**src/sled_pkg.sv**
```systemverilog
package sled_pkg;

    localparam int BUF_DEPTH   = 512;
    localparam int AW          = $clog2(BUF_DEPTH);
    localparam int FW          = AW + 1;
    localparam int MAX_RESULTS = 64;
    localparam int CW          = $clog2(MAX_RESULTS + 1);
    localparam int QDEPTH      = 2;

    localparam logic [1:0] CFG_START_MARKER = 2'd0;
    localparam logic [1:0] CFG_END_MARKER   = 2'd1;
    localparam logic [1:0] CFG_OVERHEAD     = 2'd2;

    typedef enum logic [1:0] {
        KIND_NONE  = 2'd0,
        KIND_FRAME = 2'd1,
        KIND_READ  = 2'd2
    } t_kind;

    typedef struct packed {
        logic          is_read;
        logic [7:0]    data_byte;
        logic [AW-1:0] addr;
    } t_cmd;

    typedef struct packed {
        logic [7:0] start_marker;
        logic [7:0] end_marker;
        logic [6:0] overhead;
    } t_cfg;

    typedef enum logic [3:0] {
        ST_IDLE,
        ST_RD,
        ST_CHK,
        ST_HEADW,
        ST_LENW,
        ST_ENDW,
        ST_RSA,
        ST_RSB,
        ST_FIN
    } t_state;

endpackage

```
**src/sled_front.sv**
```systemverilog
module sled_front (
    input  logic          i_clk,
    input  logic          i_rst_n,
    input  logic          i_valid,
    output logic          o_ready,
    input  logic          i_req_type,
    input  logic [7:0]    i_data_byte,
    input  logic [8:0]    i_read_offset,
    output logic          o_q_valid,
    output sled_pkg::t_cmd o_q_cmd,
    input  logic          i_q_pop
);
    import sled_pkg::*;

    t_cmd       r_q [QDEPTH];
    logic       r_wp, r_rp;
    logic [1:0] r_cnt;
    logic       push;
    t_cmd       cmd;

    assign o_ready   = (r_cnt < 2'(QDEPTH));
    assign push      = i_valid && o_ready;
    assign o_q_valid = (r_cnt != 2'd0);
    assign o_q_cmd   = r_q[r_rp];

    always_comb begin
        cmd.is_read   = i_req_type;
        cmd.data_byte = i_data_byte;
        cmd.addr      = i_read_offset[AW-1:0];
    end

    always_ff @(posedge i_clk) begin
        if (push) begin
            r_q[r_wp] <= cmd;
        end
    end

    always_ff @(posedge i_clk) begin
        if (!i_rst_n) begin
            r_wp  <= 1'b0;
            r_rp  <= 1'b0;
            r_cnt <= 2'd0;
        end else begin
            if (push) begin
                r_wp <= ~r_wp;
            end
            if (i_q_pop) begin
                r_rp <= ~r_rp;
            end
            r_cnt <= r_cnt + 2'(push) - 2'(i_q_pop);
        end
    end

endmodule

```
**config.mk**
```make
export PLATFORM = sky130hd
export DESIGN_NAME = sled_front
export DESIGN_NICKNAME = d
export VERILOG_FILES = /design/src/sled_pkg.sv /design/src/sled_front.sv
export SDC_FILE = /design/constraint.sdc
export NUM_CORES = 1
export LEC_CHECK = 0
export BUFFER_PORTS_ARGS = -buffer_cell sky130_fd_sc_hd__buf_2
export CAP_MARGIN = 20
export CORE_MARGIN = 2
export CORE_UTILIZATION = 40
export DETAILED_ROUTE_END_ITERATION = 8
export GPL_TIMING_DRIVEN = 0
export PLACE_DENSITY = 0.73
export RECOVER_POWER = 25
export SYNTH_ARGS = -nofsm -noshare
export SYNTH_HDL_FRONTEND = slang
export SYNTH_SLANG_ARGS = --single-unit
```
**constraint.sdc**
```tcl
create_clock -name i_clk -period 5.18 [get_ports i_clk]
set_input_delay 0.777 -clock i_clk [delete_from_list [all_inputs] [get_ports i_clk]]
set_output_delay 0.777 -clock i_clk [all_outputs]
set_load 0.01 [all_outputs]
```
* Word level (Yosys, flattened, before mapping)
Memory sizes are Yosys's and may differ from the RTL's. A register that Yosys moved wholly into a read port is not among the register bits.
Cells that the tools add are included.
** Cells by class
- Add/subtract/negate cells :: 2
- Reduce and logical (&&, ||, !) cells :: 2
- Bitwise gates (word level) :: 2
- Muxes and demuxes :: 4
- Magnitude comparators :: 1
** Operators by type and width (count)
- $mux W1 :: 4
- $add A2 B1 Y2 :: 1
- $lt A2 B2 Y1 const B :: 1
- $not A1 Y1 :: 2
- $reduce_bool A2 Y1 :: 1
- $sub A2 B1 Y2 :: 1
- $logic_and A1 B1 Y1 :: 1
** Storage, ports and cells
- RAM bits :: 36
- Input port bits :: 22
- Memories :: 1
- Bits in registers :: 4
** Memory list
- r_q :: words 2, width 18, read ports 1, clocked after memory_dff 1, write ports 1, RTL line sled_front.sv:15 : t_cmd r_q [QDEPTH];

* Logic depth before layout (Yosys ltp)
Gate-level depths: netlist (run 1).
- Depth after elaboration :: 4
- Depth in mapped cells :: 5
- Depth with buffers taken out :: 5

* Worst setup path before layout (run 1)
No wires, ideal clock.
- Kind :: in2reg
- From :: in i_valid
- To :: mem r_q[0][0] (netlist bit), enable pin
- Arrival time :: 1.678 ns
- Cell stages on the path :: 2
- Setup slack :: 3.108 ns
- Path through :: nand2b_1 -> nor2_1
** Between the ends
- Word-level cells in the longest chain between the ends :: 3
** RTL lines
- from (decl) :: RTL line sled_front.sv:4 : input logic i_valid,
- $logic_and A1 B1 Y1 :: RTL line sled_front.sv:22 : assign push = i_valid && o_ready;
- $mux W1 :: RTL line sled_front.sv:33 : if (push) begin
- $mux W1 (not written as such) :: RTL line sled_front.sv:34 : r_q[r_wp] <= cmd;
- to (decl) :: RTL line sled_front.sv:15
Every way passes these cells.

==> results of run 1 <==
layout make-up:
type	count	area, sq um	area share
Tap cell	48	60.06	0.03209
Timing Repair Buffer	42	212.7	0.1136
Sequential cell	41	1181	0.6310
Buffer	2	12.51	0.006684
Multi-Input combinational cell	35	321.6	0.1718
Clock buffer	8	80.08	0.04278
Inverter	1	3.754	0.002005
state kept, by name, indices dropped and copies added (netlist names), named ones only:
signal,flops
r_cnt,2
r_q,36
r_rp,1
r_wp,1
final timing paths:
kind	from	to	slack, ps	depth (start not counted)
max	register	o_q_cmd[9]	2880	4
min reg2reg	r_rp	register	590	2
max reg2reg	r_cnt[1]	r_cnt[1]	3640	5
min	r_rp	register	590	2
metal layers:
metal  part of all wire  vias to the layer above
li1                   -                      395
met5                  0                        -
met3              0.059                        5
met4              0.016                        0
met2               0.52                       29
met1               0.40                      403
power by group through the flow:
stage,registers [mW],clock network (mW),logic (mW)
3_5_place_dp,0.402,0,0.0973
6_report,0.395,0.191,0.0951
5_1_grt,0.397,0.207,0.105
4_1_cts,0.395,0.197,0.0981
3_3_place_gp,0.401,0,0.0912
2_1_floorplan,0.400,0,0.0574
kinds of logic (layout without fill, tap and decap cells):
group	after synthesis	in the layout	share of synthesized area
AO/OA/AOI/OAI	2	2	0.008250
XOR/XNOR	2	2	0.01155
adder cells (fa/ha/maj)	1	1	0.008250
buffers and inverters	3	53	0.01072
flip-flops	41	41	0.7789
multiplexers	18	18	0.1337
AND/OR/NAND/NOR	12	12	0.04869
worst max-delay path: cells and delay by family, from the launching register on:
kind	cells	cell delay, ps
flip-flops	1	300
buffers and inverters	3	580
multiplexers	1	350
cells in the mapped netlist (all sizes together):
cell type	count	area, sq um
nand2b	1	6.260
or2	1	6.260
xor2	1	8.760
and2	4	25.02
ha	1	12.51
buf	2	12.51
nor2b	1	6.260
nor2	1	3.750
dfxtp	5	100.1
and3	2	12.51
o21ai	1	5.000
o21a	1	7.510
nor3b	1	7.510
edfxtp	36	1081
xnor2	1	8.760
mux2	18	202.7
or3	1	6.260
inv	1	3.750
==> metrics.md, run 1 <==
| Metric | Value |
|---|---|
| Pre-CTS worst setup slack | `3167 ps` |
| Vert. Die Dim | `about 66 um` |
| Reported max-cap violation count | `0` |
| Fraction of the cycle the final worst path needs | `0.4437` |
| Hold violation count in the final report | `0` |
| Final Net Count | `between 150 and 200` |
| Largest stage delay on the critical path | `350 ps` |
| DIE AREA | `between 0.004 and 0.005 sq mm` |
| Startpoint Class | `register` |
| Relative max-transition margin | `0.4417` |
| Net load switching power | `0.1504 mW` |
| Number of placed I/O pins | `42` |
| Clock-pin slew of the registers on the worst-case setup and hold paths | `70 ps` |
| Iter 0 DRT Violations | `~40` |
| CTS-repair resized insts | `0` |
| Number of pins exceeding their max-slew limit in the final report | `0` |
| Proportion of synthesized chip area in sequential cells | `0.7789` |
| Most frequent cells in the layout | `buf_2 (39), edfxtp_1 (36), mux2_2 (18), clkbuf_1 (6)` |
| Layout Skew | `6.800 ps` |
| Worst slew pin tran | `837.5 ps` |
| Average wire per standard cell | `13.39 um` |
| Post-Syn Nets | `102` |
| Rows | `22` |
| Max Fanout on Critical Path | `10` |
| Unrepaired setup endpoints after global routing | `no` |
| Gate count of the mapped netlist | `79` |
| Slack of the critical path | `2882 ps` |
| GR Overflow Total | `0` |
| Top cell by count, worst path | `buf_2` |
| Post-route DRC | `0` |
| Most frequent standard cell in the layout excluding fill and tap cells | `buf_2` |
| Cell with the largest stage delay on the worst path | `mux2_2` |
| Clk sink count | `41` |
| Pwr/cell area | `363.8 mW/mm^2` |
| Dpl cell area | `0.001795 sq mm` |
| Worst hold path type | `reg2reg` |
| Worst Hold Margin | `587.9 ps` |
| Postcts setup bufs | `0` |
| Data arrival time of the worst path | `1520 ps` |
| Clk buf depth | `2` |
| Reg power frac | `0.580` |
| Cell Area, Synth | `0.001516 sq mm` |
| Hpwl dp | `approximately 1700 um` |
| Number of global-route vias before repair | `854` |
| Area growth syn-to-layout | `23.43%` |
| Warning count from the yosys run | `0` |
| Vias per cell | `about 4.7` |
| Total vias in the final route | `832` |
| Area of all placed cells without fillers | `~0.0019 sq mm` |
| Synth unique cells | `19` |
| Achievable clock frequency | `0.4351 GHz` |
| Post-synthesis sequential element count | `just over 40` |
| Clock tree from TritonCTS | `built` |
| Setup total negative slack | `0 ps` |
| M3 GR Usage | `0.03938` |
| Share of total power consumed by net switching | `0.2209` |
| Internal portion of total power | `0.5305 mW` |
| Final-layout fill cell count | `306` |
| Number of buffers inserted by port buffering | `41` |
| Routability Congestion | `0.6577` |
| Clock insertion delay at the later pin of the skew report | `280 ps` |
| Leakage dissipation | `just over 0.7 nW` |
| Met2 Track Usage GR | `0.2117` |
| All-layer global routing usage | `0.1194` |
| Number of detailed-route iterations in the first pass | `4` |
| Combinational group share of total power | `0.140` |
| TritonCTS buffer count | `5` |
| Most crowded layer after global routing | `met2` |
| Clock share of power | `0.280` |
| Maximum vdd ir drop | `0.0001494 V` |
| Effective utilization at floorplan | `0.4142` |
| Core ar. | `0.003661 sq mm` |
| Fraction of final layout cells with drive strength greater than 1 | `0.5116` |
| Time the final worst path needs with I/O delays and setup | `2298 ps` |
| Final core area utilization | `0.5113` |
| Die Width | `65.57 um` |
| Antenna Diode Count | `0` |
| Met1 track demand over resource in global routing | `0.1249` |
| Number of levels in the clock H-tree | `2` |
| Worst setup EP type | `output port` |
| Final total power | `0.6809 mW` |
| ANT nets after route | `0` |
| Antenna violations before repair | `0` |
| Detailed-route wire length | `2370 um` |
| Cells traversed along the worst timing path | `buf_2 > buf_4 > mux2_2 > buf_2` |
| Number of buffers inserted for hold repair after clock tree synthesis | `0` |
| Worst path required time | `4400 ps` |
| Total of endpoints with negative setup slack in the final report | `0` |
| Clock root buffer | `clkbuf_8` |
| Wire length of the first global-routing pass | `about 3700 um` |
| Worst setup path category | `reg2out` |
| Cell count after placement | `169` |
| Average footprint of a synthesized cell | `19.20 sq um` |
| Largest net degree at the start of global routing | `19` |
| Run status | `completed` |
| Number of non-filler instances in the completed layout | `177` |
Power figures use the tool's default switching activity.
==> inputs of run 2 (changes only) <==
--- a/config.mk
+++ b/config.mk
@@ -11,7 +11,7 @@
 export CORE_UTILIZATION = 40
 export DETAILED_ROUTE_END_ITERATION = 8
 export GPL_TIMING_DRIVEN = 0
-export PLACE_DENSITY = 0.73
+export PLACE_DENSITY = 0.75
 export RECOVER_POWER = 25
 export SYNTH_ARGS = -nofsm -noshare
 export SYNTH_HDL_FRONTEND = slang
==> constraint.sdc (replaced) <==
create_clock -name i_clk -period 2.1 [get_ports i_clk]
set_input_delay 0.315 -clock i_clk [delete_from_list [all_inputs] [get_ports i_clk]]
set_output_delay 0.315 -clock i_clk [all_outputs]
set_load 0.01 [all_outputs]
==> metrics.md, run 2 (synthesized netlist as in run 1, its figures left out) <==
| Metric | Value |
|---|---|
| Maximum vdd ir drop | `0.0005341 V` |
| Top cell by count, worst path | `buf_2` |
| Clock insertion delay at the later pin of the skew report | `between 200 and 300 ps` |
| Largest register FFs | `36` |
| Cell count after placement | `169` |
| Core ar. | `between 0.003 and 0.004 sq mm` |
| Fraction of the cycle the final worst path needs | `0.8804` |
| Iter 0 DRT Violations | `61` |
| Number of pins exceeding their max-slew limit in the final report | `0` |
| Wire length of the first global-routing pass | `3684 um` |
| Time the final worst path needs with I/O delays and setup | `1849 ps` |
| Fraction of final layout cells with drive strength greater than 1 | `0.5194` |
| Clock tree from TritonCTS | `built` |
| Worst slew pin tran | `863.8 ps` |
| Registers with the most flip-flops | `r_q (36), r_cnt (2)` |
| Startpoint Class | `register` |
| Most frequent cells in the layout | `buf_2 (38), edfxtp_1 (36), mux2_2 (18)` |
| Total of endpoints with negative setup slack in the final report | `0` |
| Number of non-filler instances in the completed layout | `177` |
| Cell with the largest stage delay on the worst path | `mux2_2` |
| Leakage dissipation | `about 0.7 nW` |
| Routability Congestion | `0.6093` |
| Number of buffers inserted for hold repair after clock tree synthesis | `0` |
| Number of detailed-route iterations in the first pass | `3` |
| Achievable clock frequency | `0.5409 GHz` |
| Antenna violations before repair | `0` |
| Vias per cell | `about 4.6` |
| Sequential cell area | `0.001181 sq mm` |
| Register containing the most flip-flops in the final layout | `r_q` |
| Most frequent standard cell in the layout excluding fill and tap cells | `buf_2` |
| Number of placed I/O pins | `42` |
| Area of the multi-input gates | `~320 sq um` |
| ANT nets after route | `0` |
| Largest net degree at the start of global routing | `19` |
| Unrepaired setup endpoints after global routing | `no` |
| Effective utilization at floorplan | `0.4142` |
| Clock root buffer | `clkbuf_8` |
| Worst Hold Margin | `219.0 ps` |
| Final Net Count | `151` |
| Final-layout fill cell count | `315` |
| Number of global-route vias before repair | `830` |
| Worst setup EP type | `output port` |
| Number of buffers inserted by port buffering | `41` |
| Data arrival time of the worst path | `about 1500 ps` |
| Average wire per standard cell | `12.71 um` |
| Reported max-cap violation count | `0` |
| Worst hold path type | `in2reg` |
| Largest stage delay on the critical path | `~350 ps` |
| Postcts setup bufs | `0` |
| Die Width | `65.57 um` |
| All-layer global routing usage | `0.1202` |
| CTS-repair resized insts | `0` |
| Worst setup path category | `reg2out` |
| Slack of the critical path | `251.1 ps` |
| DIE AREA | `0.004299 sq mm` |
| Pwr/cell area | `about 890 mW/mm^2` |
| Number of levels in the clock H-tree | `2` |
| Pre-CTS worst setup slack | `510.8 ps` |
| Clk buf depth | `2` |
| Worst path required time | `1780 ps` |
| Area growth syn-to-layout | `23.76%` |
| Clock-pin slew of the registers on the worst-case setup and hold paths | `70 ps` |
| TritonCTS buffer count | `5` |
| Relative max-transition margin | `0.4241` |
| Antenna Diode Count | `0` |
| Layout Skew | `1.755 ps` |
| Clk sink count | `41` |
| GR Overflow Total | `0` |
| Hpwl dp | `1581 um` |
| Run status | `completed` |
| Rows | `22` |
| Hold violation count in the final report | `0` |
| Post-route DRC | `0` |
| Cells traversed along the worst timing path | `buf_2 > buf_4 > mux2_2 > buf_2` |
| Total vias in the final route | `between 800 and 900` |
| Max Fanout on Critical Path | `10` |
| Detailed-route wire length | `between 2000 and 2500 um` |
| Vert. Die Dim | `65.57 um` |
-- run 2: final cells by class --
| class | instances | share of cell area |
|---|---|---|
| sequential | 41 | 0.6293 |
| multi-input combinational | 35 | 0.1713 |
| timing repair buffer | 42 | 0.1147 |
| clock buffer | 6 | 0.03867 |
| tap | 48 | 0.03200 |
| buffer | 2 | 0.006667 |
| clock inverter | 2 | 0.005333 |
| inverter | 1 | 0.002000 |
-- run 2: through the flow --
step                total power [mW]  utilization  instance area [sq um]  TNS [ps]
floorplan                      1.128            -                   1516         0
global placement               1.216       0.4867                   1782    -785.0
detailed placement             1.233       0.4915                   1799         0
CTS                            1.709       0.5140                   1882         0
global route                   1.779       0.5126                   1877         0
finish                         1.679       0.5126                   1877         0
-- run 2: path summary, 6_finish.rpt --
kind / from / end / slack [ps] / cells past startpoint
setup / recovery: register / o_q_cmd[9] / 250 / 4
hold / removal: i_read_offset[5] / r_q[1][5] / 220 / 1
setup reg to reg: r_cnt[1] / r_q[1][12] / 580 / 2
hold reg to reg: r_rp / r_rp / 590 / 2
-- run 2: worst max-delay path: cells and delay by family, from the launching register on --
| family | cells | cell delay, ps |
|---|---|---|
| buf+inv | 3 | 600 |
| flops | 1 | 300 |
| mux | 1 | 350 |
-- run 2: routing by layer --
layer,track usage,vias to the layer above,wire (um)
li1,-,394,-
met1,0.1263,383,936
met2,0.2079,34,1088
met3,0.05651,5,189
met4,0.04688,0,34
met5,0,-,0
-- run 2: power by group --
group | total [mW] | switching, mW | internal, mW
sequential | 0.973 | 0.0165 | 0.956
combinational | 0.236 | 0.119 | 0.118
clock | 0.469 | 0.240 | 0.230
==> inputs of run 3 (changes only) <==
--- a/config.mk
+++ b/config.mk
@@ -7,7 +7,6 @@
 export LEC_CHECK = 0
 export BUFFER_PORTS_ARGS = -buffer_cell sky130_fd_sc_hd__buf_2
 export CAP_MARGIN = 20
-export CORE_MARGIN = 2
 export CORE_UTILIZATION = 40
 export DETAILED_ROUTE_END_ITERATION = 8
 export GPL_TIMING_DRIVEN = 0
==> metrics.md, run 3 (synthesized netlist as in run 1, its figures left out) <==
| Metric | Value |
|---|---|
| Clk sink count | `41` |
| Setup total negative slack | `0 ps` |
| Startpoint Class | `register` |
| CP delay by family, top | `buffers and inverters` |
| Data arrival time of the worst path | `1520 ps` |
| Most frequent standard cell in the layout excluding fill and tap cells | `buf_2` |
| Cells traversed along the worst timing path | `buf_2 > buf_4 > mux2_2 > buf_2` |
| Reg power frac | `0.577` |
| Achievable clock frequency | `0.5464 GHz` |
| Clk buf depth | `2` |
| Rows | `22` |
| Fraction of final layout cells with drive strength greater than 1 | `0.5504` |
| Largest register FFs | `36` |
| Postcts setup bufs | `0` |
| Combinational group share of total power | `0.141` |
| Iter 0 DRT Violations | `15` |
| Clock insertion delay at the later pin of the skew report | `280 ps` |
| GR Overflow Total | `0` |
| Clock tree from TritonCTS | `built` |
| Pwr/cell area | `896.0 mW/mm^2` |
| Antenna violations before repair | `0` |
| CTS-repair resized insts | `0` |
| Flop-to-flop setup slack | `550 ps` |
| Worst hold path type | `in2reg` |
| Total of endpoints with negative setup slack in the final report | `0` |
| Number of buffers inserted for hold repair after clock tree synthesis | `0` |
| Start of the worst register-to-register path | `r_cnt[1]` |
| Top cell by count, worst path | `buf_2` |
| Register containing the most flip-flops in the final layout | `r_q` |
| Number of detailed-route iterations in the first pass | `3` |
| Relative max-transition margin | `0.4381` |
| Capturing instance or port of the critical path | `o_q_cmd[3]` |
| Die Width | `63.57 um` |
| Routability Congestion | `between 0.6 and 0.7` |
| Unrepaired setup endpoints after global routing | `no` |
| Clock-pin slew of the registers on the worst-case setup and hold paths | `80 ps` |
| Largest stage delay on the critical path | `340 ps` |
| Endpoint of the worst register-to-register path | `r_cnt[1]` |
| Layout Skew | `5.386 ps` |
| Net load switching power | `between 0.3 and 0.4 mW` |
| Core ar. | `between 0.003 and 0.004 sq mm` |
| Worst slew pin tran | `842.9 ps` |
| All-layer global routing usage | `0.1252` |
| Number of buffers inserted by port buffering | `41` |
| DIE AREA | `between 0.004 and 0.005 sq mm` |
| Leakage dissipation | `just over 0.7 nW` |
| Registers with the most flip-flops | `r_q (36), r_cnt (2)` |
| Post-route DRC | `0` |
| Internal portion of total power | `1.303 mW` |
| Hold violation count in the final report | `0` |
| Maximum vdd ir drop | `between 0.0005 and 0.0006 V` |
| Number of pins exceeding their max-slew limit in the final report | `0` |
| Worst path required time | `about 1800 ps` |
| Effective utilization at floorplan | `0.4142` |
| Clock root buffer | `clkbuf_8` |
| Most frequent cells in the layout | `buf_2 (41), edfxtp_1 (36), mux2_2 (18), dfxtp_1 (5), clkbuf_8 (5)` |
| Worst reg2reg path depth | `5` |
| Cell count along the critical path | `4` |
| Area growth syn-to-layout | `24.26%` |
| ANT nets after route | `0` |
| Run status | `completed` |
| Max Fanout on Critical Path | `10` |
| Antenna Diode Count | `0` |
| Hpwl dp | `1690 um` |
| TritonCTS buffer count | `5` |
| Largest net degree at the start of global routing | `19` |
| Average wire per standard cell | `13.17 um` |
| Worst Hold Margin | `between 200 and 250 ps` |
| Critical path buffer and inverter count | `3` |
| Fraction of the cycle the final worst path needs | `0.8714` |
| Worst setup EP type | `output port` |
| Reported max-cap violation count | `0` |
| Wire length of the first global-routing pass | `~3700 um` |
| Vert. Die Dim | `63.57 um` |
| Clock share of power | `0.283` |
| Detailed-route wire length | `2331 um` |
| Cell with the largest stage delay on the worst path | `mux2_2` |
| Vias per cell | `roughly 4.7` |
| Number of placed I/O pins | `42` |
| Time the final worst path needs with I/O delays and setup | `1830 ps` |
| Number of global-route vias before repair | `814` |
| Final Net Count | `between 150 and 200` |
| Final core area utilization | `0.5147` |
| Final total power | `1.688 mW` |
| Worst setup path category | `reg2out` |
| Total vias in the final route | `826` |
| Share of total power consumed by net switching | `0.2281` |
| Number of levels in the clock H-tree | `2` |
[run 3: area by class of cell]
cell class / count / area (sq um)
clock buffer: 5 / 68.82
multi-input combinational: 35 / 321.6
inverter: 1 / 3.754
tap: 48 / 60.06
fill: 318 / 1777
buffer: 2 / 12.51
clock inverter: 3 / 17.52
sequential: 41 / 1181
timing repair buffer: 42 / 219.0
[run 3: worst min-delay path by stage]
stage                startpoint    endpoint  slack (ps)  cells after the start
2_1_floorplan  i_read_offset[0]   r_q[0][0]         410                      0
3_3_place_gp     i_data_byte[7]  r_q[1][16]         500                      1
3_5_place_dp   i_read_offset[0]   r_q[1][0]         510                      1
4_1_cts        i_read_offset[0]   r_q[1][0]         210                      1
5_1_grt          i_data_byte[6]  r_q[1][15]         200                      1
6_report         i_data_byte[0]   r_q[1][9]         220                      1
[run 3: per-stage QoR]
stage          cell area, sq um  setup WS [ps]  std cells
2_1_floorplan              1516          400.0         79
3_3_place_gp               1782         -6.209        168
3_5_place_dp               1799          542.5        169
4_1_cts                    1886          224.4        177
5_1_grt                    1884          160.8        177
6_report                   1884          270.0        177
[run 3: worst reg2reg max path: stages (launching register included)]
cell      delay (ps)
dfxtp_1          350
nand2b_1         210
xnor2_1          150
ha_1             190
or3_1            370
and3_1           180
[run 3: power groups by stage]
stage	clock network, mW	logic, mW	registers [mW]
after global placement	0	0.224	0.989
after global routing	0.529	0.260	0.980
after floorplan	0	0.142	0.986
after detailed placement	0	0.242	0.993
after CTS	0.499	0.243	0.975
final	0.477	0.237	0.974
[run 3: routing by layer]
layer | part of all wire | GRT usage | wire [um]
met5 | 0 | 0 | 0
met4 | 0.0099 | 0.03409 | 23
met3 | 0.069 | 0.05254 | 161
met2 | 0.54 | 0.2114 | 1253
met1 | 0.38 | 0.1447 | 892
